$ cat src/fkoc_pkg.sv
`timescale 1ns / 1ps

package fkoc_pkg;

  localparam int BYTE_W      = 8;
  localparam int COUNT_WIDTH = 16;
  localparam int CPLX_W      = 16;
  localparam int NUM_KEYS    = 9;
  localparam int WIN_DEPTH   = 21;
  localparam int KEY_MAX_LEN = WIN_DEPTH + 1;
  localparam int KEY_BITS    = BYTE_W * KEY_MAX_LEN;
  localparam int HOLD_W      = 5;
  localparam int HIT_W       = $clog2(NUM_KEYS + 1);

  localparam logic [COUNT_WIDTH-1:0] COUNT_MAX = '1;

  // Saturated total seen on the 16-bit result field
  localparam logic [CPLX_W+COUNT_WIDTH-1:0] SAT_EXT  = {{CPLX_W{1'b0}}, COUNT_MAX};
  localparam logic [CPLX_W-1:0]             SAT_CPLX = SAT_EXT[CPLX_W-1:0];

  // Keywords right-aligned: byte d (from the bottom) is the char d places before the end
  localparam logic [KEY_BITS-1:0] KEY_TEXT [NUM_KEYS] = '{
    {"if", "_statement"},
    {"elif", "_statement"},
    {"for", "_statement"},
    {"while", "_statement"},
    {"try", "_statement"},
    {"finally", "_clause"},
    {"case", "_clause"},
    "assert",
    {"conditional", "_expression"}
  };

  localparam logic [HOLD_W-1:0] KEY_LEN [NUM_KEYS] = '{
    5'd12, 5'd14, 5'd13, 5'd15, 5'd13, 5'd14, 5'd11, 5'd6, 5'd22
  };

  typedef struct packed {
    logic step;   // process the held byte this cycle
    logic clear;  // byte is the last of its text: return to reset state afterwards
  } fkoc_ctrl_t;

endpackage

$ cat src/fkoc_match.sv
`timescale 1ns / 1ps

module fkoc_match (
  input  logic                      clk,
  input  logic                      rst,
  input  fkoc_pkg::fkoc_ctrl_t      ctrl,
  input  logic [fkoc_pkg::BYTE_W-1:0] text_byte,
  output logic [fkoc_pkg::HIT_W-1:0]  hits
);
  import fkoc_pkg::*;

  logic [BYTE_W-1:0] window [WIN_DEPTH];
  logic [HOLD_W-1:0] holdoff [NUM_KEYS];
  logic [BYTE_W-1:0] taps [KEY_MAX_LEN];
  logic [NUM_KEYS-1:0] hit_vec;

  always_comb begin
    taps[0] = text_byte;
    for (int d = 1; d < KEY_MAX_LEN; d++) begin
      taps[d] = window[d-1];
    end
  end

  // One comparator row per keyword; bytes beyond the keyword length don't care
  always_comb begin
    logic eq;
    hit_vec = '0;
    for (int k = 0; k < NUM_KEYS; k++) begin
      eq = 1'b1;
      for (int d = 0; d < KEY_MAX_LEN; d++) begin
        if (HOLD_W'(d) < KEY_LEN[k] && taps[d] != KEY_TEXT[k][BYTE_W*d +: BYTE_W]) begin
          eq = 1'b0;
        end
      end
      hit_vec[k] = eq && (holdoff[k] == '0);
    end
  end

  always_comb begin
    hits = '0;
    for (int k = 0; k < NUM_KEYS; k++) begin
      hits = hits + HIT_W'(hit_vec[k]);
    end
  end

  always_ff @(posedge clk) begin
    if (rst) begin
      for (int i = 0; i < WIN_DEPTH; i++) window[i] <= '0;
      for (int k = 0; k < NUM_KEYS; k++) holdoff[k] <= '0;
    end else if (ctrl.step) begin
      if (ctrl.clear) begin
        for (int i = 0; i < WIN_DEPTH; i++) window[i] <= '0;
        for (int k = 0; k < NUM_KEYS; k++) holdoff[k] <= '0;
      end else begin
        window[0] <= text_byte;
        for (int i = 1; i < WIN_DEPTH; i++) window[i] <= window[i-1];
        for (int k = 0; k < NUM_KEYS; k++) begin
          if (holdoff[k] != '0) begin
            holdoff[k] <= holdoff[k] - 1'b1;
          end else if (hit_vec[k]) begin
            holdoff[k] <= KEY_LEN[k] - 1'b1;
          end
        end
      end
    end
  end

endmodule

$ cat src/fkoc_accum.sv
`timescale 1ns / 1ps

module fkoc_accum (
  input  logic                        clk,
  input  logic                        rst,
  input  fkoc_pkg::fkoc_ctrl_t        ctrl,
  input  logic [fkoc_pkg::HIT_W-1:0]  hits,
  output logic [fkoc_pkg::CPLX_W-1:0] complexity,
  output logic                        saturated
);
  import fkoc_pkg::*;

  logic [COUNT_WIDTH-1:0]        total;
  logic [COUNT_WIDTH-1:0]        total_next;
  logic [COUNT_WIDTH:0]          sum;
  logic [COUNT_WIDTH-1:0]        cplx_full;
  logic [CPLX_W+COUNT_WIDTH-1:0] cplx_ext;

  always_comb begin
    sum        = {1'b0, total} + (COUNT_WIDTH+1)'(hits);
    total_next = (sum > {1'b0, COUNT_MAX}) ? COUNT_MAX : sum[COUNT_WIDTH-1:0];
    saturated  = (total_next == COUNT_MAX);
    cplx_full  = saturated ? COUNT_MAX : total_next + 1'b1;
    cplx_ext   = {{CPLX_W{1'b0}}, cplx_full};
    complexity = cplx_ext[CPLX_W-1:0];
  end

  always_ff @(posedge clk) begin
    if (rst) begin
      total <= '0;
    end else if (ctrl.step) begin
      total <= ctrl.clear ? '0 : total_next;
    end
  end

endmodule

$ cat src/fixed_keyword_occurrence_counter_unit.sv
`timescale 1ns / 1ps
// m_tvalid rises after the final byte of a text is accepted and has passed through
// the input register, then match/count logic into the result register.
// Throughput: one byte per cycle; s_tready drops only when a final byte waits
// for the result register to empty.
// Reset (rst, synchronous): clears the byte window, hold-offs, total and valids.

module fixed_keyword_occurrence_counter_unit (
  input  logic        clk,
  input  logic        rst,
  input  logic        s_tvalid,
  output logic        s_tready,
  input  logic [7:0]  s_tdata,   // [7:0] text_byte
  input  logic        s_tlast,   // final_byte
  output logic        m_tvalid,
  input  logic        m_tready,
  output logic [15:0] m_tdata,   // [15:0] complexity
  output logic [0:0]  m_tuser    // [0] saturated
);
  import fkoc_pkg::*;

  logic              in_valid;
  logic [BYTE_W-1:0] in_byte;
  logic              in_final;
  logic              consume;
  fkoc_ctrl_t        ctrl;
  logic [HIT_W-1:0]  hits;
  logic [CPLX_W-1:0] complexity;
  logic              saturated;
  logic [CPLX_W-1:0] out_cplx;
  logic              out_sat;
  logic              out_valid;

  // A non-final byte never needs the result register
  assign consume  = in_valid && (!in_final || !out_valid || m_tready);
  assign s_tready = !in_valid || consume;

  assign ctrl.step  = consume;
  assign ctrl.clear = in_final;

  always_ff @(posedge clk) begin
    if (rst) begin
      in_valid <= 1'b0;
    end else if (s_tready) begin
      in_valid <= s_tvalid;
    end
  end

  always_ff @(posedge clk) begin
    if (s_tready && s_tvalid) begin
      in_byte  <= s_tdata;
      in_final <= s_tlast;
    end
  end

  fkoc_match u_match (
    .clk       (clk),
    .rst       (rst),
    .ctrl      (ctrl),
    .text_byte (in_byte),
    .hits      (hits)
  );

  fkoc_accum u_accum (
    .clk        (clk),
    .rst        (rst),
    .ctrl       (ctrl),
    .hits       (hits),
    .complexity (complexity),
    .saturated  (saturated)
  );

  always_ff @(posedge clk) begin
    if (rst) begin
      out_valid <= 1'b0;
    end else if (consume && in_final) begin
      out_valid <= 1'b1;
    end else if (m_tready) begin
      out_valid <= 1'b0;
    end
  end

  always_ff @(posedge clk) begin
    if (consume && in_final) begin
      out_cplx <= complexity;
      out_sat  <= saturated;
    end
  end

  assign m_tvalid   = out_valid;
  assign m_tdata    = out_cplx;
  assign m_tuser[0] = out_sat;

endmodule

$ cat config.mk
export PLATFORM = sky130hd
export DESIGN_NAME = fixed_keyword_occurrence_counter_unit
export DESIGN_NICKNAME = d
export VERILOG_FILES = /design/src/fkoc_pkg.sv /design/src/fkoc_match.sv /design/src/fkoc_accum.sv /design/src/fixed_keyword_occurrence_counter_unit.sv
export SDC_FILE = /design/constraint.sdc
export NUM_CORES = 1
export LEC_CHECK = 0
export ABC_CLOCK_PERIOD_IN_PS = 9760
export BUFFER_PORTS_ARGS = -buffer_cell sky130_fd_sc_hd__buf_2
export CORE_MARGIN = 2
export CORE_UTILIZATION = 35
export DETAILED_ROUTE_END_ITERATION = 8
export PLACE_DENSITY = 0.51
export SLEW_MARGIN = 10
export SYNTH_ARGS = -nofsm -noshare
export SYNTH_HDL_FRONTEND = slang
export SYNTH_HIERARCHICAL = 1
export SYNTH_SLANG_ARGS = --single-unit
$ cat constraint.sdc
create_clock -name clk -period 9.76 [get_ports clk]
set_input_delay 1.464 -clock clk [delete_from_list [all_inputs] [get_ports clk]]
set_output_delay 1.464 -clock clk [all_outputs]
set_load 0.03 [all_outputs]
Word level (Yosys, flattened, before mapping) --
Memory sizes are Yosys's and may differ from the RTL's. Index checks and enable logic that the tools add are counted.
Word-level totals: register bits 44, RAM bits 213, input bits 13, output and inout bits 19, word-level logic and storage cells 452, memories 2
Memory list:
- u_match.window | words 21, width 8, rd ports 21, clocked after memory_dff 0, wr ports 21, RTL line fkoc_match.sv:12 | logic [BYTE_W-1:0] window [WIN_DEPTH];
- u_match.holdoff | words 9, width 5, rd ports 9, clocked after memory_dff 0, wr ports 9, RTL line fkoc_match.sv:13 | logic [HOLD_W-1:0] holdoff [NUM_KEYS];
Operators by class: add/subtract/negate cells 19, magnitude comparators 1, equal/unequal tests 65, muxes and demuxes 252, bitwise logic cells 69, reductions and logical operators 37
Operators by type and width (count):
- 8-bit by 7-bit != test with 1-bit output, second input constant | 64
- 8-bit 2-to-1 mux | 42
- 1-bit 2-to-1 mux | 181
- 5-bit 2-to-1 mux | 27
- 1-bit OR | 69
- 5-bit logical NOT | 9
- 5-bit nonzero test | 9
- 5-bit by 1-bit subtractor with 5-bit output, second input constant | 9
- 16-bit 2-to-1 mux | 2
- 4-bit by 1-bit adder with 4-bit output | 7
- 16-bit by 4-bit adder with 17-bit output | 1
- 17-bit by 16-bit greater-than comparator with 1-bit output, second input constant | 1
- 16-bit by 1-bit adder with 16-bit output, second input constant | 1
- 16-bit equality test, second input constant | 1
- 1-bit logical AND | 12
- 1-bit logical NOT | 3
- 1-bit logical OR | 3
- 1-bit by 1-bit adder with 2-bit output | 1
- 2-bit nonzero test | 1

Longest topological paths before layout --
Gate-level depths: netlist of run 1.
word-level depth 31, gate-level depth with buffers 27, depth with buffers taken out 25

Modules after synthesis --
Netlist of run 1, hierarchy kept.
By module, submodules not included:
- fkoc_match | times used 1, cells an instance 789, area an instance 10083.4 um2, sequential area each 6346.1 um2
- fkoc_accum | times used 1, cells an instance 248, area an instance 1839.3 um2, sequential area each 320.3 um2
- fixed_keyword_occurrence_counter_unit | times used 1, cells an instance 38, area an instance 884.6 um2, sequential area each 820.8 um2

Worst setup path after synthesis of run 1 --
No wires, ideal clock.
path kind register to register, start mem u_match.window[7][3], in the netlist u_match/window[0][59], end reg out_cplx[14], in the netlist m_tdata[14] (data pin), setup time 258 ps, data arrival time 7018 ps, data required time 9502 ps, setup slack 2484 ps, stages on the path, launching flop included 25, buffers on the path 2, clock period less this slack 7276 ps, path through edfxtp_1 -> nand4b_1 -> or2_2 -> or3_1 -> or3_1 -> nor4_2 -> fa_1 -> fa_1 -> fa_1 -> inv_1 -> fa_1 -> fa_1 -> inv_1 -> inv_1 -> fa_1 -> nor2b_1 -> o21ai_1 -> or3_1 -> clkbuf_1 -> nand2_1 -> ha_1 -> clkbuf_1 -> o2111ai_2 -> nand4b_1 -> mux2i_1
RTL lines:
- start, declared | RTL line fkoc_match.sv:12
- end signal, assigned | RTL line fixed_keyword_occurrence_counter_unit.sv:85 | out_cplx <= complexity;
- end, declared | RTL line fixed_keyword_occurrence_counter_unit.sv:30 | logic [CPLX_W-1:0] out_cplx;

==> results of run 1 <==
==> registers in the layout, indices dropped and copies added, names as in the netlist <==
name,cells
u_match/holdoff,45
m_tdata,16
in_final,1
m_tvalid,1
m_tuser,1
u_match/window,168
in_byte,8
in_valid,1
u_accum/total,16
==> stage by stage <==
| stage | setup slack, ps | hold slack, ps | utilization (%) | total power [W] | std cells |
|---|---|---|---|---|---|
| floorplan | 2480 | 444 | - | 0.00138 | 1075 |
| global placement | 1720 | 452 | 37.0 | 0.00143 | 1538 |
| detailed placement | 1620 | 463 | 37.0 | 0.00143 | 1538 |
| CTS | 1590 | 472 | 39.6 | 0.00255 | 1592 |
| global route | 980 | 494 | 39.6 | 0.00262 | 1592 |
| finish | 1610 | 469 | 39.6 | 0.00252 | 1592 |
==> cell type report <==
cell class | count | area [µm²]
Fill cell | 3459 | 21900
Clock inverter | 22 | 225
Sequential cell | 257 | 7490
Multi-Input combinational cell | 739 | 5010
Tap cell | 468 | 586
Timing Repair Buffer | 42 | 238
Clock buffer | 32 | 737
Inverter | 32 | 120
==> cell families after synthesis <==
logic type / after synthesis
flip-flops: 257
AND/OR/NAND/NOR: 559
XOR/XNOR: 36
adder cells (fa/ha/maj): 23
buffers and inverters: 79
AO/OA/AOI/OAI: 112
multiplexers: 9
==> worst max-delay path, delay by kind of cell, from the launching register on <==
kind,cells,cell delay (ps)
fa+ha+maj,7,3300
flops,1,430
buf+inv,3,210
simple gates,9,3300
compound gates,2,520
mux,1,140
==> power by group through the flow <==
stage | registers (W) | clock network [W] | logic (W)
floorplan | 0.00131 | 0 | 0.0000763
global placement | 0.00133 | 0 | 0.000107
detailed placement | 0.00133 | 0 | 0.000107
CTS | 0.00130 | 0.00114 | 0.000108
global route | 0.00131 | 0.00119 | 0.000119
finish | 0.00130 | 0.00111 | 0.000106
==> placed cells by master (no fill, tap or decap), types with 14 or more instances in the layout <==
cell type / count
edfxtp_1: 234
and2_1: 171
nand2_1: 66
nor2_1: 48
nor3_1: 40
inv_1: 31
buf_2: 31
nor4_1: 30
clkbuf_16: 29
a21oi_1: 27
xnor2_1: 26
dfxtp_1: 23
nor2b_1: 23
nand3_1: 21
nand4_1: 21
a211oi_1: 17
ha_1: 17
nand4b_1: 16
nand2b_1: 15
nor4b_1: 15
nor4bb_1: 15
o21ai_0: 14
==> layer usage <==
layer	up-vias	global-route usage [%]	wire length [µm]
li1	4042	-	-
met1	4156	23.1	14800
met2	146	25.0	13600
met3	47	2.52	1150
met4	0	4.89	730
met5	-	0	0
==> worst paths after layout <==
path	to	slack (ps)	cells after the start
worst max-delay path	m_tdata[14]	1610	22
worst min-delay path	u_match/holdoff[8][4]	470	2
worst max register to register	m_tdata[14]	1610	22
worst min register to register	u_match/holdoff[8][4]	470	2
==> flow_summary_export.csv, run 1 <==
group,metric,value,unit
synth,yosys.area_share.simple,27.2,%
synth,yosys_warnings,6,
detailed_routing,drt_pre_antenna_iters,5,
clock_network,htreeDepth,1,
synth,synth_top_family_by_area,"simple AND/OR/NAND/NOR gates",
finish,drive_gt1_share,11.0,%
floorplan,pin_count,32,
place,numPortBuffers,31,
power,internal_power,0.00195,W
timing,worst_pin_slew,1040,ps
place,place_congestion,0.850,
timing,setup_viol_count_final,0,
power,pwr-share-clk,44.1,%
detailed_routing,vias,8391,
grt,grt_pass1_vias,8443,
floorplan,coreArea,0.0363,mm²
timing,fmax,123,MHz
min_path,min_from,"u_match/holdoff[8][4]",
setup_path,worstPathArrival,8480,ps
clock_network,clock-root-buffer,"clkbuf_16",
setup_path,cp_common_cell,"fa_1",
detailed_routing,drcViolationCount,0,
setup_path,crit_start,"u_match/window[0][48]",
synth,synth_flop_cell,"edfxtp_1",
setup_path,crit_fanout,12,
clock_network,clock_path_buffers,3,
detailed_routing,viasPerCell,5.27,
setup_path,rr_startpoint,"u_match/window[0][48]",
detailed_routing,drt_iter0_markers,548,
power,power.switching,0.000571,W
power,combPwrFrac,4.2,%
grt,grt_usage,16.1,%
timing,timing.final.max_slew_violations,0,
power,p_leak,5.20,nW
floorplan,die_h,195,µm
clock_network,postCtsSetupBuffers,0,
power,sequentialPowerShare,51.7,%
setup_path,critical_path.slowest_cell,"nor3_1",
clock_network,clock_sinks,257,
synth,avgSynthCellArea,11.9,µm²
synth,synth_edf_count,234,
power,p_per_area,175,mW/mm²
grt,antenna_found_initial,1,
finish,design_area,0.0144,mm²
setup_path,worst_ep_required_time,10090,ps
floorplan,die_x,195,µm
power,vdd_drop_max,0.136,mV
synth,yosys.area_share.adder,2.60,%
timing,min_period_over_period,83.5,%
floorplan,dieArea,0.0381,mm²
clock_network,numCtsBuffers,29,
synth,synth_top_area_share,54.9,%
job,cap_violations,0,
synth,synth_nets,1111,
finish,nets,1137,
synth,syn_area,0.0128,mm²
clock_network,cts_resized,0,
synth,synthDistinctLibCells,81,
timing,maxSlewHeadroom,30.9,%
clock_network,clk_latency,580,ps
timing,rsz0062_at_grt,"no",
synth,synthTopCellsByArea,"edfxtp_1, and2_1, dfxtp_1",
synth,synthXorXnorAreaFrac,2.46,%
min_path,hold_class,"reg -> reg",
finish,antenna_cells,0,
setup_path,cp_cell_sequence,"nor4bb_1 > nand3_1 > nor3_1 > nand2_1 > nor4_2 > fa_1 > fa_1 > fa_1 > inv_1 > fa_1 > fa_1 > inv_1 > inv_1 > fa_1 > nor2b_1 > o21ai_1 > or3_1 > nand2b_1 > ha_1 > o2111ai_2 > nand4b_1 > mux2i_1",
synth,yosys.area.top_type,"edfxtp_1",
grt,grt_max_degree,105,
timing,fin_crit,8150,ps
finish,area_delta_synth_final,12.4,%
floorplan,rows,70,
setup_path,worstSetupPathType,"reg -> reg",
setup_path,critPathLaunchType,"register",
setup_path,setup.worst_path.end_class,"register",
detailed_routing,wire_per_inst,19.0,µm
synth,synth_cells,1075,
synth,synth_most_common_cell,"edfxtp_1",
timing,skew,13.2,ps
setup_path,slowest_delay,660,ps
grt,grt_overflow,0,
detailed_routing,routed_wirelength,30.3,mm
synth,yosysSeqAreaShare,58.5,%
synth,synth_seq_cells,257,
synth,synth_compound_area_share,6.02,%
synth,ys_async_sr_fraction,0,%
detailed_routing,antenna_left,0,
clock_network,ctsHoldBuffers,0,
place,dpl.hpwl,20.7,mm
clock_network,cts_tree,"done",
clock_network,clk_pin_slew,70,ps
timing,fin_tns_setup,0,ps
floorplan,initial_core_util,35.2,%
timing,hold_viol_final,0,
synth,synth_common_cells,"edfxtp_1, and2_1, nand2_1, nor2_1, nor3_1",
run_status,outcome,"completed",
power,swShare,22.6,%
place,place_area,0.0134,mm²
synth,muxShareOfSynthArea,0.723,%
grt,grt_first_pass_wirelength,48.3,mm
(Power assumes the default switching activity.)
==> run 2, diff against run 1 <==
--- a/config.mk
+++ b/config.mk
@@ -5,7 +5,7 @@
 export SDC_FILE = /design/constraint.sdc
 export NUM_CORES = 1
 export LEC_CHECK = 0
-export ABC_CLOCK_PERIOD_IN_PS = 9760
+export ABC_CLOCK_PERIOD_IN_PS = 8400
 export BUFFER_PORTS_ARGS = -buffer_cell sky130_fd_sc_hd__buf_2
 export CORE_MARGIN = 2
 export CORE_UTILIZATION = 35
==> constraint.sdc (replaced) <==
create_clock -name clk -period 8.4 [get_ports clk]
set_input_delay 1.26 -clock clk [delete_from_list [all_inputs] [get_ports clk]]
set_output_delay 1.26 -clock clk [all_outputs]
set_load 0.03 [all_outputs]
==> run 2 against run 1 <==
Against the previous run:
- die area did not move
- combinational power rose by 16%
- count of clock-buffer cells in the layout rose by 6
- global-route usage fell by 0.46 points
- clock skew rose by 32 ps
- wire length fell by 2.8%
- fmax rose by 4.8%
- design area fell by 0.18%
- critical path depth did not move
==> flow_summary_export.csv, run 2 (same netlist as run 1, synthesis figures left out) <==
group,metric,value,unit
run_status,outcome,"completed",
floorplan,dieArea,0.0381,mm²
timing,timing.final.max_slew_violations,0,
setup_path,worstSetupPathType,"reg -> reg",
clock_network,postCtsSetupBuffers,0,
finish,regMostFlops,"u_match/window",
finish,mostFrequentLayoutCells,"edfxtp_1, and2_1, nand2_1",
detailed_routing,drt_iter0_markers,620,
power,p_per_area,195,mW/mm²
timing,rsz0062_at_grt,"no",
timing,fin_crit,7780,ps
timing,setup_viol_count_final,0,
detailed_routing,antenna_left,0,
finish,layout_commonest_cell,"edfxtp_1",
timing,fin_tns_setup,0,ps
clock_network,htreeDepth,1,
clock_network,clock_path_buffers,3,
job,cap_violations,0,
clock_network,cts_tree,"done",
grt,antenna_found_initial,0,
power,p_leak,5.18,nW
detailed_routing,drcViolationCount,0,
clock_network,clock_sinks,257,
detailed_routing,viasPerCell,5.27,
grt,grt_usage,15.6,%
finish,drive_gt1_share,10.9,%
setup_path,worst_ep_required_time,8690,ps
grt,grt_overflow,0,
setup_path,critPathLaunchType,"register",
floorplan,die_x,195,µm
finish,post-route-util,39.5,%
place,dpl.hpwl,20.5,mm
finish,largest_register_ffs,168,
detailed_routing,wire_per_inst,18.4,µm
finish,nets,1141,
setup_path,worstPathArrival,8070,ps
grt,grt_max_degree,104,
grt,grt_first_pass_wirelength,47.0,mm
place,numPortBuffers,31,
timing,maxSlewHeadroom,31.0,%
clock_network,clk_pin_slew,60,ps
floorplan,die_h,195,µm
floorplan,coreArea,0.0363,mm²
setup_path,cp_common_cell,"fa_1",
clock_network,numCtsBuffers,28,
setup_path,crit_fanout,9,
detailed_routing,vias,8408,
detailed_routing,routed_wirelength,29.4,mm
place,place_congestion,0.852,
setup_path,cp_cell_sequence,"nor4b_1 > nand4b_1 > nor4_2 > nand3_1 > nor2b_1 > fa_1 > fa_1 > fa_1 > inv_1 > fa_1 > fa_1 > inv_1 > inv_1 > fa_1 > nor2b_1 > o21ai_1 > or3_1 > nand2b_1 > ha_1 > o2111ai_2 > nand4b_1 > mux2i_1",
finish,antenna_cells,0,
clock_network,clock-root-buffer,"clkbuf_16",
finish,area_delta_synth_final,12.2,%
detailed_routing,drt_pre_antenna_iters,5,
clock_network,ctsHoldBuffers,0,
setup_path,critical_path.slowest_cell,"fa_1",
floorplan,initial_core_util,35.2,%
timing,min_period_over_period,92.6,%
power,vdd_drop_max,0.196,mV
timing,fmax,129,MHz
floorplan,rows,70,
min_path,hold_class,"reg -> reg",
timing,worst_pin_slew,1040,ps
finish,top_regs,"u_match/window (168), u_match/holdoff (45)",
setup_path,slowest_delay,540,ps
floorplan,pin_count,32,
grt,grt_pass1_vias,8330,
timing,hold_viol_final,0,
clock_network,clk_latency,590,ps
setup_path,setup.worst_path.end_class,"register",
clock_network,cts_resized,0,
timing,skew,45.5,ps
run 2: cell count changes in the layout (fill, tap and decap cells not counted), moves of 2 or more:
cell	delta
buf_4	+5
clkbuf_1	+5
clkinv_2	-5
bufinv_16	-3
clkbuf_8	+2
clkinv_4	-2
run 2: layout make-up:
class	instances	area [µm²]
Clock inverter	13	119
Clock buffer	38	758
Tap cell	468	586
Timing Repair Buffer	47	275
Inverter	32	120
Sequential cell	257	7490
Fill cell	3415	22000
Multi-Input combinational cell	739	5030
run 2: power breakdown:
group,leakage (nW),switching [W],internal (W)
Clock,0.426,0.000502,0.000665
Sequential,2.67,0.0000497,0.00146
Combinational,2.09,0.0000775,0.0000454
Total,5.18,0.000630,0.00217
run 2: routing by layer:
| metal | vias up | GRT usage [%] | wire (µm) |
|---|---|---|---|
| met3 | 53 | 2.25 | 1110 |
| met2 | 165 | 24.4 | 13100 |
| li1 | 4048 | - | - |
| met4 | 0 | 5.12 | 804 |
| met1 | 4142 | 22.3 | 14400 |
| met5 | - | 0 | 0 |
run 2: worst paths after layout:
path | slack, ps | start | cells after the start | end
worst max-delay path | 620 | in_byte[1] | 22 | m_tdata[14]
worst min register to register | 470 | u_match/holdoff[8][4] | 2 | u_match/holdoff[8][4]
worst min-delay path | 470 | u_match/holdoff[8][4] | 2 | u_match/holdoff[8][4]
worst max register to register | 620 | in_byte[1] | 22 | m_tdata[14]
run 2: through the flow:
stage	std cells	instance area, µm²	hold slack, ps	worst slack (ps)	total power [W]
CTS	1594	14400	474	465	0.00285
global placement	1543	13500	453	646	0.00166
floorplan	1075	12800	444	1120	0.00161
detailed placement	1543	13500	467	517	0.00166
global route	1594	14400	496	13.5	0.00292
finish	1594	14400	468	621	0.00280
run 2: critical path, delay by kind of cell (launching register included):
family | cells | cell delay (ps)
AO/OA/AOI/OAI | 2 | 560
adder cells (fa/ha/maj) | 7 | 3290
buffers and inverters | 3 | 190
flip-flops | 1 | 530
multiplexers | 1 | 140
AND/OR/NAND/NOR | 9 | 2780
